File: src/hw/rtl/bbcd_pkg.sv
// Shared types, constants and helper functions of the black border crop detector.
// Used by bbcd_tracker, bbcd_median and black_border_crop_detector_core.
package bbcd_pkg;

  // Largest frame dimension and the number of frames in one median batch.
  localparam int MAX_DIMENSION = 4096;
  localparam int SAMPLE_FRAMES = 5;

  // Widths fixed by the interface fields.
  localparam int CROP_W  = 13;
  localparam int CFG_W   = 13;
  localparam int CIDX_W  = 2;
  localparam int COLOR_W = 8;

  // Widths that follow from the constants above.
  localparam int DIM_W   = $clog2(MAX_DIMENSION + 1);
  localparam int POS_W   = $clog2(MAX_DIMENSION);
  localparam int IDX_W   = (SAMPLE_FRAMES > 1) ? $clog2(SAMPLE_FRAMES) : 1;
  localparam int CNT_W   = $clog2(SAMPLE_FRAMES + 1);

  // A pixel is content when any color has a bit set under this mask.
  localparam logic [COLOR_W-1:0] CONTENT_MASK = 8'hE0;

  // Configuration register indexes.
  localparam logic [CIDX_W-1:0] REG_FRAME_WIDTH  = 2'd0;
  localparam logic [CIDX_W-1:0] REG_FRAME_HEIGHT = 2'd1;

  localparam logic [CFG_W-1:0] WIDTH_RESET  = 13'd640;
  localparam logic [CFG_W-1:0] HEIGHT_RESET = 13'd480;

  typedef struct packed {
    logic [COLOR_W-1:0] pixel_red;
    logic [COLOR_W-1:0] pixel_green;
    logic [COLOR_W-1:0] pixel_blue;
  } bbcd_pixel_t;

  typedef struct packed {
    logic [CROP_W-1:0] left_crop;
    logic [CROP_W-1:0] top_crop;
    logic [CROP_W-1:0] right_crop;
    logic [CROP_W-1:0] bottom_crop;
    logic [CROP_W-1:0] median_left;
    logic [CROP_W-1:0] median_top;
    logic [CROP_W-1:0] median_right;
    logic [CROP_W-1:0] median_bottom;
    logic              median_valid;
  } bbcd_result_t;

  // Four crops of one frame, as stored in the sample memory.
  typedef struct packed {
    logic [CROP_W-1:0] left;
    logic [CROP_W-1:0] top;
    logic [CROP_W-1:0] right;
    logic [CROP_W-1:0] bottom;
  } bbcd_sample_t;

  // Content extent of the frame so far.
  typedef struct packed {
    logic             seen;
    logic [POS_W-1:0] min_row;
    logic [POS_W-1:0] max_row;
    logic [POS_W-1:0] min_col;
    logic [POS_W-1:0] max_col;
  } bbcd_stats_t;

  typedef enum logic [2:0] {
    ST_IDLE,
    ST_CROP,
    ST_STORE,
    ST_MEDIAN,
    ST_EMIT
  } bbcd_state_t;

  typedef enum logic [2:0] {
    MS_IDLE,
    MS_LOAD,
    MS_CAND,
    MS_SCAN,
    MS_DONE
  } bbcd_med_state_t;

  typedef enum logic [1:0] {
    EDGE_LEFT,
    EDGE_TOP,
    EDGE_RIGHT,
    EDGE_BOTTOM
  } bbcd_edge_t;

  // A dimension register of zero acts as one; larger than the maximum acts as the maximum.
  function automatic logic [DIM_W-1:0] clamp_dim(input logic [CFG_W-1:0] v);
    logic [DIM_W-1:0] r;
    if (v == '0) begin
      r = DIM_W'(1);
    end else if (32'(v) > MAX_DIMENSION) begin
      r = DIM_W'(MAX_DIMENSION);
    end else begin
      r = DIM_W'(v);
    end
    return r;
  endfunction

endpackage

File: src/hw/rtl/bbcd_tracker.sv
// Raster position counters and content extent tracking for one frame.
// Depends on bbcd_pkg.
module bbcd_tracker (
  input  logic                       clk,
  input  logic                       rst,
  input  logic                       beat,
  input  bbcd_pkg::bbcd_pixel_t      pixel,
  input  logic [bbcd_pkg::DIM_W-1:0] frame_w,
  input  logic [bbcd_pkg::DIM_W-1:0] frame_h,
  input  logic                       restart,
  output logic                       last_pixel,
  output bbcd_pkg::bbcd_stats_t      stats
);
  import bbcd_pkg::*;

  logic [POS_W-1:0] col;
  logic [POS_W-1:0] row;
  logic             last_col;
  logic             last_row;
  logic             content;

  // End of row and end of frame for the pixel on the input now.
  assign last_col   = (DIM_W'(col) + DIM_W'(1)) >= frame_w;
  assign last_row   = (DIM_W'(row) + DIM_W'(1)) >= frame_h;
  assign last_pixel = last_col && last_row;
  assign content    = ((pixel.pixel_red | pixel.pixel_green | pixel.pixel_blue)
                       & CONTENT_MASK) != '0;

  // Position counters.
  always_ff @(posedge clk) begin
    if (rst || restart) begin
      col <= '0;
      row <= '0;
    end else if (beat) begin
      if (last_col) begin
        col <= '0;
        row <= last_row ? '0 : row + POS_W'(1);
      end else begin
        col <= col + POS_W'(1);
      end
    end
  end

  // Content extent; the bounds only mean something once seen is set.
  always_ff @(posedge clk) begin
    if (rst || restart) begin
      stats.seen <= 1'b0;
    end else if (beat && content) begin
      stats.seen <= 1'b1;
      if (!stats.seen) begin
        stats.min_row <= row;
        stats.max_row <= row;
        stats.min_col <= col;
        stats.max_col <= col;
      end else begin
        if (row < stats.min_row) stats.min_row <= row;
        if (row > stats.max_row) stats.max_row <= row;
        if (col < stats.min_col) stats.min_col <= col;
        if (col > stats.max_col) stats.max_col <= col;
      end
    end
  end

endmodule

File: src/hw/rtl/bbcd_median.sv
// Sample memory for the crops of one batch and an iterative median finder
// built around a single shared compare unit. Depends on bbcd_pkg.
module bbcd_median (
  input  logic                       clk,
  input  logic                       rst,
  input  logic                       wr_en,
  input  logic [bbcd_pkg::IDX_W-1:0] wr_slot,
  input  bbcd_pkg::bbcd_sample_t     wr_data,
  input  logic                       start,
  output logic                       done,
  output bbcd_pkg::bbcd_sample_t     median
);
  import bbcd_pkg::*;

  localparam logic [IDX_W-1:0] LAST = IDX_W'(SAMPLE_FRAMES - 1);
  localparam logic [IDX_W-1:0] MID  = IDX_W'(SAMPLE_FRAMES / 2);

  bbcd_sample_t    mem [SAMPLE_FRAMES];
  bbcd_sample_t    rd_word;
  logic [IDX_W-1:0] rd_idx;
  logic [IDX_W-1:0] rd_addr;

  bbcd_med_state_t state;
  bbcd_med_state_t state_next;
  bbcd_edge_t      edge_sel;
  bbcd_edge_t      edge_after;
  logic [IDX_W-1:0] cand_idx;
  logic [CROP_W-1:0] cand;
  logic [IDX_W-1:0] rank;
  logic [IDX_W-1:0] rank_next;
  logic [CROP_W-1:0] lane;
  logic              hit;
  logic              scan_end;

  // Sample memory: one write port, one registered read port.
  always_ff @(posedge clk) begin
    if (wr_en) begin
      mem[wr_slot] <= wr_data;
    end
    rd_word <= mem[rd_addr];
    rd_idx  <= rd_addr;
  end

  // Edge lane of the word just read.
  always_comb begin
    case (edge_sel)
      EDGE_LEFT:   lane = rd_word.left;
      EDGE_TOP:    lane = rd_word.top;
      EDGE_RIGHT:  lane = rd_word.right;
      EDGE_BOTTOM: lane = rd_word.bottom;
      default:     lane = rd_word.left;
    endcase
  end

  // Shared compare unit: the rank of the candidate, with ties broken by index.
  assign hit       = (lane < cand) || ((lane == cand) && (rd_idx < cand_idx));
  assign rank_next = rank + IDX_W'(hit);
  assign scan_end  = (rd_idx == LAST);

  always_comb begin
    case (edge_sel)
      EDGE_LEFT:   edge_after = EDGE_TOP;
      EDGE_TOP:    edge_after = EDGE_RIGHT;
      EDGE_RIGHT:  edge_after = EDGE_BOTTOM;
      default:     edge_after = EDGE_LEFT;
    endcase
  end

  // Sequencer: next state and read address.
  always_comb begin
    state_next = state;
    rd_addr    = '0;
    done       = 1'b0;
    case (state)
      MS_IDLE: begin
        if (start) state_next = MS_LOAD;
      end
      MS_LOAD: begin
        rd_addr    = cand_idx;
        state_next = MS_CAND;
      end
      MS_CAND: begin
        rd_addr    = '0;
        state_next = MS_SCAN;
      end
      MS_SCAN: begin
        rd_addr = scan_end ? '0 : rd_idx + IDX_W'(1);
        if (scan_end) begin
          if ((cand_idx == LAST) && (edge_sel == EDGE_BOTTOM)) begin
            state_next = MS_DONE;
          end else begin
            state_next = MS_LOAD;
          end
        end
      end
      MS_DONE: begin
        done       = 1'b1;
        state_next = MS_IDLE;
      end
      default: state_next = MS_IDLE;
    endcase
  end

  always_ff @(posedge clk) begin
    if (rst) begin
      state <= MS_IDLE;
    end else begin
      state <= state_next;
    end
  end

  // Loop counters, candidate and rank registers.
  always_ff @(posedge clk) begin
    if (rst) begin
      edge_sel <= EDGE_LEFT;
      cand_idx <= '0;
    end else begin
      case (state)
        MS_IDLE: begin
          if (start) begin
            edge_sel <= EDGE_LEFT;
            cand_idx <= '0;
          end
        end
        MS_SCAN: begin
          if (scan_end) begin
            if (cand_idx == LAST) begin
              cand_idx <= '0;
              edge_sel <= edge_after;
            end else begin
              cand_idx <= cand_idx + IDX_W'(1);
            end
          end
        end
        default: ;
      endcase
    end
  end

  always_ff @(posedge clk) begin
    case (state)
      MS_CAND: begin
        cand <= lane;
        rank <= '0;
      end
      MS_SCAN: begin
        rank <= rank_next;
        if (scan_end && (rank_next == MID)) begin
          case (edge_sel)
            EDGE_LEFT:   median.left   <= cand;
            EDGE_TOP:    median.top    <= cand;
            EDGE_RIGHT:  median.right  <= cand;
            EDGE_BOTTOM: median.bottom <= cand;
            default:     median.left   <= cand;
          endcase
        end
      end
      default: ;
    endcase
  end

endmodule

File: src/hw/rtl/black_border_crop_detector_core.sv
// Top level of the black border crop detector: configuration registers, frame end
// sequencer and output register. Depends on bbcd_pkg, bbcd_tracker, bbcd_median.
//
//   channel  direction  handshake              payload
//   pixel    in         pixel_valid/ready      bbcd_pixel_t, one RGB pixel in raster order
//   crop     out        crop_valid/ready       bbcd_result_t, crops and medians of a frame
//   cfg      in         cfg_write              cfg_index, cfg_data
//
// Pixels are taken one per cycle while the sequencer is idle. The last pixel of a
// frame is followed by the crop, store and emit steps; when it completes a batch the
// median finder runs between store and emit, one compare per cycle while it scans.
// A frame result waits in the output register while pixels of the next frame flow;
// the next frame end stalls in the emit step until that register is taken.
// Reset is synchronous and restores 640 by 480 and an empty batch.
module black_border_crop_detector_core (
  input  logic                        clk,
  input  logic                        rst,
  input  logic                        pixel_valid,
  output logic                        pixel_ready,
  input  bbcd_pkg::bbcd_pixel_t       pixel,
  output logic                        crop_valid,
  input  logic                        crop_ready,
  output bbcd_pkg::bbcd_result_t      crop,
  input  logic                        cfg_write,
  input  logic [bbcd_pkg::CIDX_W-1:0] cfg_index,
  input  logic [bbcd_pkg::CFG_W-1:0]  cfg_data
);
  import bbcd_pkg::*;

  localparam int RND_W = DIM_W + 2;

  logic [CFG_W-1:0] frame_width;
  logic [CFG_W-1:0] frame_height;
  logic [DIM_W-1:0] frame_w;
  logic [DIM_W-1:0] frame_h;

  bbcd_state_t      state;
  bbcd_state_t      state_next;
  logic             beat;
  logic             last_pixel;
  logic             restart;
  logic             cfg_dim;
  bbcd_stats_t      stats;

  logic [CNT_W-1:0] frames_in_batch;
  logic [CNT_W-1:0] slot;
  logic [CNT_W-1:0] slot_inc;
  logic             batch_full;
  logic             batch_done;

  bbcd_sample_t     crops;
  bbcd_sample_t     crops_calc;
  bbcd_sample_t     median;
  logic             med_start;
  logic             med_done;
  logic             wr_en;
  logic             emit;

  logic [DIM_W-1:0] lead_rows;
  logic [DIM_W-1:0] trail_rows;
  logic [DIM_W-1:0] lead_cols;
  logic [DIM_W-1:0] trail_cols;
  logic [DIM_W-1:0] h_m1;
  logic [DIM_W-1:0] w_m1;

  // Configuration registers; a dimension write restarts the frame.
  assign cfg_dim = cfg_write && ((cfg_index == REG_FRAME_WIDTH) ||
                                 (cfg_index == REG_FRAME_HEIGHT));

  always_ff @(posedge clk) begin
    if (rst) begin
      frame_width  <= WIDTH_RESET;
      frame_height <= HEIGHT_RESET;
    end else if (cfg_write) begin
      if (cfg_index == REG_FRAME_WIDTH)  frame_width  <= cfg_data;
      if (cfg_index == REG_FRAME_HEIGHT) frame_height <= cfg_data;
    end
  end

  assign frame_w = clamp_dim(frame_width);
  assign frame_h = clamp_dim(frame_height);

  assign pixel_ready = (state == ST_IDLE);
  assign beat        = pixel_valid && pixel_ready;
  assign restart     = cfg_dim || (state == ST_CROP);

  bbcd_tracker u_tracker (
    .clk        (clk),
    .rst        (rst),
    .beat       (beat),
    .pixel      (pixel),
    .frame_w    (frame_w),
    .frame_h    (frame_h),
    .restart    (restart),
    .last_pixel (last_pixel),
    .stats      (stats)
  );

  // Crops from the content extent, rounded up to 4 columns and 2 rows.
  function automatic logic [CROP_W-1:0] round_up(input logic [DIM_W-1:0] v,
                                                 input logic [RND_W-1:0] lsbs);
    logic [RND_W-1:0] t;
    t = (RND_W'(v) + lsbs) & ~lsbs;
    return CROP_W'(t);
  endfunction

  assign h_m1 = frame_h - DIM_W'(1);
  assign w_m1 = frame_w - DIM_W'(1);

  always_comb begin
    if (stats.seen) begin
      lead_rows  = DIM_W'(stats.min_row);
      trail_rows = (DIM_W'(stats.max_row) >= h_m1) ? '0 : h_m1 - DIM_W'(stats.max_row);
      lead_cols  = DIM_W'(stats.min_col);
      trail_cols = (DIM_W'(stats.max_col) >= w_m1) ? '0 : w_m1 - DIM_W'(stats.max_col);
    end else begin
      lead_rows  = frame_h;
      trail_rows = frame_h;
      lead_cols  = frame_w;
      trail_cols = frame_w;
    end
    crops_calc.left   = round_up(lead_cols,  RND_W'(3));
    crops_calc.top    = round_up(trail_rows, RND_W'(1));
    crops_calc.right  = round_up(trail_cols, RND_W'(3));
    crops_calc.bottom = round_up(lead_rows,  RND_W'(1));
  end

  always_ff @(posedge clk) begin
    if (state == ST_CROP) crops <= crops_calc;
  end

  // Batch slot bookkeeping.
  assign slot       = (32'(frames_in_batch) >= SAMPLE_FRAMES) ? '0 : frames_in_batch;
  assign slot_inc   = slot + CNT_W'(1);
  assign batch_full = 32'(slot_inc) >= SAMPLE_FRAMES;

  always_ff @(posedge clk) begin
    if (rst) begin
      frames_in_batch <= '0;
      batch_done      <= 1'b0;
    end else if (state == ST_STORE) begin
      frames_in_batch <= batch_full ? '0 : slot_inc;
      batch_done      <= batch_full;
    end
  end

  assign wr_en     = (state == ST_STORE);
  assign med_start = (state == ST_STORE) && batch_full;

  bbcd_median u_median (
    .clk     (clk),
    .rst     (rst),
    .wr_en   (wr_en),
    .wr_slot (slot[IDX_W-1:0]),
    .wr_data (crops),
    .start   (med_start),
    .done    (med_done),
    .median  (median)
  );

  // Frame end sequencer.
  always_comb begin
    state_next = state;
    emit       = 1'b0;
    case (state)
      ST_IDLE: begin
        if (beat && last_pixel) state_next = ST_CROP;
      end
      ST_CROP: begin
        state_next = ST_STORE;
      end
      ST_STORE: begin
        state_next = batch_full ? ST_MEDIAN : ST_EMIT;
      end
      ST_MEDIAN: begin
        if (med_done) state_next = ST_EMIT;
      end
      ST_EMIT: begin
        if (!crop_valid || crop_ready) begin
          emit       = 1'b1;
          state_next = ST_IDLE;
        end
      end
      default: state_next = ST_IDLE;
    endcase
  end

  always_ff @(posedge clk) begin
    if (rst) begin
      state <= ST_IDLE;
    end else begin
      state <= state_next;
    end
  end

  // Output register.
  always_ff @(posedge clk) begin
    if (rst) begin
      crop_valid <= 1'b0;
    end else if (emit) begin
      crop_valid <= 1'b1;
    end else if (crop_ready) begin
      crop_valid <= 1'b0;
    end
  end

  always_ff @(posedge clk) begin
    if (emit) begin
      crop.left_crop     <= crops.left;
      crop.top_crop      <= crops.top;
      crop.right_crop    <= crops.right;
      crop.bottom_crop   <= crops.bottom;
      crop.median_left   <= batch_done ? median.left   : '0;
      crop.median_top    <= batch_done ? median.top    : '0;
      crop.median_right  <= batch_done ? median.right  : '0;
      crop.median_bottom <= batch_done ? median.bottom : '0;
      crop.median_valid  <= batch_done;
    end
  end

endmodule

File: config.mk
export PLATFORM = sky130hd
export DESIGN_NAME = black_border_crop_detector_core
export DESIGN_NICKNAME = d
export VERILOG_FILES = /design/src/hw/rtl/bbcd_pkg.sv /design/src/hw/rtl/bbcd_tracker.sv /design/src/hw/rtl/bbcd_median.sv /design/src/hw/rtl/black_border_crop_detector_core.sv
export SDC_FILE = /design/constraint.sdc
export NUM_CORES = 1
export LEC_CHECK = 0
export ABC_AREA = 0
export BUFFER_PORTS_ARGS = -buffer_cell sky130_fd_sc_hd__clkbuf_2
export CAP_MARGIN = 20
export CORE_UTILIZATION = 41
export DETAILED_ROUTE_END_ITERATION = 16
export GPL_TIMING_DRIVEN = 0
export SYNTH_ARGS = -nofsm -noshare
export SYNTH_HDL_FRONTEND = slang
export SYNTH_HIERARCHICAL = 1
export SYNTH_SLANG_ARGS = --single-unit
export TNS_END_PERCENT = 50
File: constraint.sdc
create_clock -name clk -period 5.5 [get_ports clk]
set_clock_uncertainty 0.2 [all_clocks]
set_input_delay 0.275 -clock clk [delete_from_list [all_inputs] [get_ports clk]]
set_output_delay 0.275 -clock clk [all_outputs]
set_load 0.02 [all_outputs]
-- After elaboration in Yosys (flattened, before gate mapping)
Memories as Yosys holds them, arrays and structs flattened. A register that Yosys moved wholly into a read port is not among the register bits.
Cells that the tools add are included.
- $add $sub $neg: 16
- multiply operators: 0
- div/mod/pow operators: 0
- $lt $le $gt $ge: 14
- equal/unequal tests: 26
- shifts and indexed selects: 0
- mux-type cells: 48
- bitwise operators: 3
- reductions and logical operators: 40
- operators with widths (cell ; count):
    $mux 13 ; 10
    $mux 12 ; 6
    $pmux 13 s4 ; 1
    $mux 48 ; 1
    $mux 3 ; 13
    $reduce_and 3->1 ; 10
    $add 12x1->13 const B ; 2
    $add 13x1->13 const B ; 2
    $add 13x2->13 const B ; 2
    $ge 12x13->1 ; 2
    $ge 13x13->1 ; 2
    $gt 13x13->1 const B ; 2
    $logic_not 13->1 ; 2
    $sub 13x1->13 const B ; 2
    $sub 13x12->13 ; 2
    $add 12x1->12 const B ; 2
    $gt 12x12->1 ; 2
    $lt 12x12->1 ; 2
    $pmux 3 s2 ; 3
    $or 8x8->8 ; 2
    $eq 3x2->1 const B ; 5
    $pmux 3 s5 ; 1
    $ne 2x2->1 const B ; 7
    $eq 13x13->1 ; 1
    25 further kinds ; 63
- flip-flop bits (word level): 383
- bits in latches: 0
- bits in writable memories: 230
- ROM bits: 0
- input port bits: 44
- output and inout bits: 107
- logic and storage cells: 188
- memories: 1
- memories (memory ; words ; bits a word ; rd ports ; clocked after Yosys merged registers in ; wr ports ; line ; source):
    u_median.mem ; 5 ; 46 ; 1 ; 1 ; 1 ; bbcd_median.sv:18 ; bbcd_sample_t mem [SAMPLE_FRAMES];

-- Logic depth before layout (Yosys ltp)
Gate-level depths: netlist of the first run.
- depth after elaboration: 9
- depth in mapped cells: 22
- depth with buffers taken out: 21

-- Hierarchy
The synthesis of the first run kept the hierarchy.
- modules (own cells, without submodules) (module ; instances ; cells an instance ; area an instance (sq um) ; sequential area each (sq um)):
    bbcd_median ; 1 ; 872 ; 14227.4 ; 11110.7
    black_border_crop_detector_core ; 1 ; 972 ; 9840.7 ; 5034.8
    bbcd_tracker ; 1 ; 466 ; 4674.5 ; 1941.9

-- Worst setup path before layout of the first run
OpenSTA, ideal clock, no wires.
- path kind: register -> register
- start: reg state[0] (netlist name)
- end: reg crop[0] (netlist name), enable pin
- library setup time: 559 ps
- arrival time: 4859 ps
- data required time: 4741 ps
- setup slack: -117 ps
- stages on the path, launching flop included: 5
- path buffers: 1
- period minus slack after synthesis: 5617 ps
- path through: dfxtp_1 clkbuf_1 nor2_1 nand2_1 nor2_1
- RTL lines (element ; line ; source):
    end: declaration ; black_border_crop_detector_core.sv:23 ; output bbcd_pkg::bbcd_result_t crop,

==> summary.txt, run 1 <==
Status: completed
Crit path capture type: register
All-Layer GR Usage: 20.6%
Synth warn: 6
Register area share after synthesis: 62.9%
Grt met1 use: 26.9%
Routability cong.: 0.922
CTS sink cnt: 643
HP Start: rst
Worst-Margin Slew: 1.07 ns
DRC Markers: 0
Initial drt markers: 1,366
Unrepaired setup endpoints after global routing: no
Post-synthesis compound-gate area fraction: 10.0%
Worst path required time: 5.68 ns
Final Max Tran Viols: 0
Vias in the first global route: 18.9k
Dpl hpwl: 54.0 mm
Post-layout net count: 2,780
Post-Synthesis Cells: 2,310
Hold_ws: 0.0637 ns
Met2 Track Usage GR: 34.4%
Die area: 0.0712 sq mm
Max-cap viol count: 0
Largest family of logic cells by synthesized area: simple AND/OR/NAND/NOR gates
Drt first pass iters: 8
Met3 GRT Util: 2.95%
Final min period: 5.34 ns
GRT Max-Usage Layer: met2
Area delta synth->final: 18.0%
Top-Level Pins: 151
Leakage power: 12.8 nW
Root Driver: clkbuf_16
Area share of xor/xnor cells in the synthesized design: 2.47%
First-pass GRT wire length: 111 mm
Clock transition at the registers of the reported paths: 0.06 ns
CTS tree: done
Routed vias/inst: 5.24
Mux contribution to synthesized area: 2.78%
Overall routed net length: 72.8 mm
FF-to-FF Start: frame_width[5]
Commonest cells after routing, fill and taps aside: edfxtp_1, nand2_1, inv_1
Max VDD drop: 0.205 mV
Die Y: 267 um
Worst skew pair latency: 0.64 ns
CTS Buf Count: 71
Pin count of the biggest net entering global routing: 36
CP startpoint kind: register
Antenna violations before repair: 1
Hold Crit Class: input port to register
Core ar.: 0.0689 sq mm
Vias: 18.8k
Die Wd: 267 um
Starting Density: 41.7%
Diodes inserted: 0
Commonest non-fill, non-tap cell in the layout: edfxtp_1
Count of different cell masters after synthesis: 93
Asr flop ratio synth: 0%
Max Buffers Root-to-Sink: 3
Row count: 96
GRT overflow: 0
Port-buffer cells: 129
Syn avg cell area: 12.4 sq um
Critical path type: register to register
CTS HTree Levels: 3
FF+latch count, synth: 643
P per Cell Area: 314 mW/mm^2
Relative slew slack: 28.6%
Setup crit start: frame_width[5]
Max Fclk: 0.187 GHz
Synth Flop Type: edfxtp_1
Max FO, Critical Path: 7
Period utilization: 97.2%
Post-route ant nets: 0
Layout cell share with drive strength beyond 1: 16.5%
Final setup viols: 0
DP Area: 0.0311 sq mm
Cell area after synthesis: 0.0287 sq mm
Final instance area: 0.0339 sq mm
Final hold vios: 0
Worst Path Arrival: 5.52 ns
Routed wire per std cell: 20.3 um
Post-synth EDFFs: 521
Simple-Gate Fraction of Synth Area: 12.0%
Adder-cell area share of the yosys netlist: 5.89%
[synthesized netlist by cell type, types with 9 or more instances]
library cell  count  area (sq um)
a31oi_1          63           394
xnor2_1          46           403
inv_1           164           616
a21o_1           19           143
nand3b_1         11          82.6
dfxtp_1         122          2440
nor4_1           11          68.8
o22ai_1          55           344
nand2b_1         38           238
nor2_1          113           424
edfxtp_1        521         15600
mux2i_1          18           180
xor2_1           35           307
clkbuf_1         49           184
and3_1           17           106
nand2_1         238           893
o21a_1           12          90.1
buf_2            26           130
o21ai_0          56           280
a222oi_1         12           120
nor2b_1          31           194
mux2_2           55           619
buf_4             9          67.6
nor3b_1           9          67.6
a21oi_1          95           475
a211oi_1         12          90.1
a22oi_1          11          82.6
and2_1           67           419
nand4_1          26           163
ha_1            132          1650
or3_1            10          62.6
nand3_1          41           205
nor3_1           35           175
[power breakdown]
group | internal (mW) | leakage, nW | total [mW] | switching, mW
Combinational | 0.245 | 5.99 | 0.659 | 0.414
Sequential | 5.23 | 5.69 | 5.26 | 0.0304
Clock | 2.72 | 1.15 | 4.73 | 2.01
[worst paths after layout]
kind	end	slack [ns]	depth (start not counted)
max	crops[25]	0.16	18
min	u_tracker/stats[48]	0.06	3
max reg2reg	crops[25]	0.16	18
min reg2reg	frame_width[10]	0.27	2
[metrics by stage]
step                      instances  setup slack, ns  util (%)  TNS (ns)  total power, mW
after global placement         3405            -3.23      44.5   -758.61             5.96
after floorplan                2345         -0.00280         -    -0.146             5.77
final                          3592            0.156      49.2         0             10.6
after CTS                      3589          0.00524      49.0         0             10.7
after global routing           3592          0.00775      49.2         0             11.0
after detailed placement       3435           -0.446      45.2    -0.653             5.97
[registers in the layout, summed over array words and instances (netlist names), 12 cells and up]
signal and count:
u_tracker/col 12, u_median/mem 260, u_tracker/row 12, u_median/rd_word 52, u_median/median 52, u_median/cand 13
crops 46, u_tracker/stats 49, frame_width 13, frame_height 13, crop 99
[logic make-up (layout without fill, tap and decap cells)]
family                   Yosys count  count (layout)
XOR/XNOR                          81              81
flip-flops                       643             643
adder cells (fa/ha/maj)          134             134
other                              1              36
buffers and inverters            263             579
AND/OR/NAND/NOR                  687             687
AO/OA/AOI/OAI                    428             428
multiplexers                      73              73
[worst max-delay path, stage by stage (launching register included)]
cell and delay, ns:
dfxtp_4 0.36, or4_4 0.54, or4_4 0.43, buf_6 0.15, nor4_4 0.21, nor2_2 0.07, or2_4 0.25, ha_4 0.18
inv_6 0.07, xnor2_1 0.12, ha_1 0.28, nor2b_4 0.15, o2111a_1 0.27, o41a_1 0.47, or2_1 0.28, a221oi_2 0.33
mux2_4 0.33, a22oi_2 0.27, xnor2_2 0.12
[final cells by class]
type                       count  area, sq um
clock inverter                30          339
inverter                     166          628
fill                        6154        35000
sequential                   643        18100
multi-input combinational   1439         9860
buffer                        95          478
tap                          931         1160
clock buffer                 102         2060
timing repair buffer         186         1310
[metal layers]
metal | routed length (um) | share of wire (%) | vias to the layer above
met3 | 3280 | 4.5 | 130
li1 | - | - | 9047
met4 | 2760 | 3.8 | 0
met1 | 31900 | 44 | 9170
met5 | 0 | 0 | -
met2 | 34800 | 48 | 491
[timing repair]
| item | CTS | global route |
|---|---|---|
| pin swaps | 4 | 11 |
| setup endpoints to repair | 4 | 62 |
| hold buffers | 19 | 0 |
| buffers inserted | 3 | 4 |
| gates resized for setup | 12 | 31 |
| endpoints found under the hold margin | 29 | 0 |
No activity file was read; power rests on OpenSTA's default activity.
==> run 2: changes to the inputs <==
==> constraint.sdc (replaced) <==
create_clock -name clk -period 5.5 [get_ports clk]
set_clock_uncertainty 0.2 [all_clocks]
set_input_delay 0.55 -clock clk [delete_from_list [all_inputs] [get_ports clk]]
set_output_delay 0.55 -clock clk [all_outputs]
set_load 0.02 [all_outputs]
==> run 2 against run 1 <==
Die area did not move. Wire length fell by 0.16%. Register-to-register slack barely moved. Via count fell by 0.12%. Critical path depth did not move. Fmax fell by 0.12%. Critical path type unchanged. Critical endpoint unchanged. Largest cell class unchanged.
==> summary.txt, run 2 (synthesis results as in run 1) <==
CTS HTree Levels: 3
Overall routed net length: 72.7 mm
Worst skew pair latency: 0.64 ns
GRT overflow: 0
Critical path type: register to register
P per Cell Area: 314 mW/mm^2
Die Y: 267 um
Worst Path Arrival: 5.53 ns
Area delta synth->final: 17.8%
Status: completed
Worst path required time: 5.68 ns
Die Wd: 267 um
Dpl hpwl: 54.0 mm
Initial drt markers: 1,325
Unrepaired setup endpoints after global routing: no
Clock transition at the registers of the reported paths: 0.06 ns
Tot Pwr: 10.6 mW
CP Cell Sequence: or4_4 > or4_4 > buf_6 > nor4_4 > nor2_2 > or2_4 > ha_4 > inv_6 > xnor2_1 > ha_1 > nor2b_4 > o2111a_1 > o41a_1 > or2_1 > a221oi_2 > mux2_4 > a22oi_2 > xnor2_2
Relative slew slack: 28.3%
Routability cong.: 0.922
Reg with most FFs: u_median/mem
Crit path capture type: register
Diodes inserted: 0
Max reg flops: 260
CP endpoint: crops[25]
All-Layer GR Usage: 20.6%
Post-route ant nets: 0
Max Buffers Root-to-Sink: 3
Setup crit start: frame_width[5]
First-pass GRT wire length: 111 mm
Vias: 18.8k
Max VDD drop: 0.206 mV
Max-cap viol count: 0
Routed wire per std cell: 20.3 um
FF-to-FF Start: frame_width[5]
Final setup viols: 0
Pin count of the biggest net entering global routing: 36
Final hold vios: 0
Max Fclk: 0.187 GHz
Top-Level Pins: 151
Post-layout net count: 2,774
Commonest cells after routing, fill and taps aside: edfxtp_1, nand2_1, inv_1
Antenna violations before repair: 1
Layout cell share with drive strength beyond 1: 16.6%
Cell at the slowest stage of the critical path: or4_4
Final Max Tran Viols: 0
Routed vias/inst: 5.25
CTS sink cnt: 643
Drt first pass iters: 5
FF-to-FF path depth: 18
Row count: 96
Root Driver: clkbuf_16
CTS tree: done
CTS Buf Count: 71
Period utilization: 97.3%
CP startpoint kind: register
Core ar.: 0.0689 sq mm
Vias in the first global route: 18.9k
Max incr delay on CP: 0.54 ns
Max FO, Critical Path: 7
Worst r2r dst: crops[25]
Starting Density: 41.7%
Largest regs: u_median/mem x260, crop x99
Final core utilization: 49.1%
Commonest non-fill, non-tap cell in the layout: edfxtp_1
Final min period: 5.35 ns
Leakage power: 12.8 nW
Most frequent CP cell: or4_4
Die area: 0.0712 sq mm
Hold Crit Class: input port to register
DRC Markers: 0
Worst-Margin Slew: 1.07 ns
R2R setup slack: 0.15 ns
Port-buffer cells: 129
run 2: cell count changes in the layout (fill, tap and decap cells not counted):
cell / before / now
dlygate4sd3_1: 19 / 13
run 2: repair_timing:
action,CTS,global route
pin swaps,4,11
resized for setup,12,31
setup endpoints to repair,4,62
setup buffers,3,4
endpoints found under the hold margin,22,0
hold buffers,13,0
run 2: layout make-up:
type                       count  area (sq um)
tap                          931          1160
fill                        6155         35100
timing repair buffer         180          1250
multi-input combinational   1439          9860
buffer                        95           478
clock buffer                 102          2060
sequential                   643         18100
inverter                     166           628
clock inverter                30           339
run 2: where the power goes:
group | switching [mW] | total, mW | internal (mW)
Combinational | 0.413 | 0.655 | 0.242
Clock | 2.01 | 4.73 | 2.72
Sequential | 0.0303 | 5.26 | 5.23
run 2: metal layers:
metal,wire length [um],vias up,track usage [%]
li1,-,9032,-
met1,31700,9157,26.9
met2,34800,496,34.3
met3,3370,131,2.95
met4,2780,0,8.47
met5,0,-,0
run 2: how the worst min path moves through the flow:
stage,cells after the start,startpoint,endpoint
2_1_floorplan,2,frame_width[10],frame_width[10]
3_3_place_gp,2,frame_width[10],frame_width[10]
3_5_place_dp,2,frame_width[10],frame_width[10]
4_1_cts,4,cfg_index[0],frame_width[5]
5_1_grt,4,cfg_index[0],frame_width[5]
6_report,4,cfg_index[0],frame_width[5]
run 2: worst max-delay path: cells and delay by family (launching register included):
family / cells / cell delay [ns]
AO/OA/AOI/OAI: 4 / 1.34
adder cells (fa/ha/maj): 2 / 0.46
multiplexers: 1 / 0.33
buffers and inverters: 2 / 0.22
XOR/XNOR: 2 / 0.23
AND/OR/NAND/NOR: 7 / 1.92
flip-flops: 1 / 0.36
run 2: metrics by stage:
stage	instances	worst slack (ns)	area [sq um]	TNS (ns)	hold slack, ns
global placement	3405	-3.23	30700	-758.61	0.260
detailed placement	3435	-0.446	31100	-0.653	0.265
CTS	3583	0.00524	33700	0	0.0161
global route	3586	0.00775	33900	0	0.0683
finish	3586	0.150	33900	0	0.0384
floorplan	2345	-0.00280	28900	-0.146	0.240
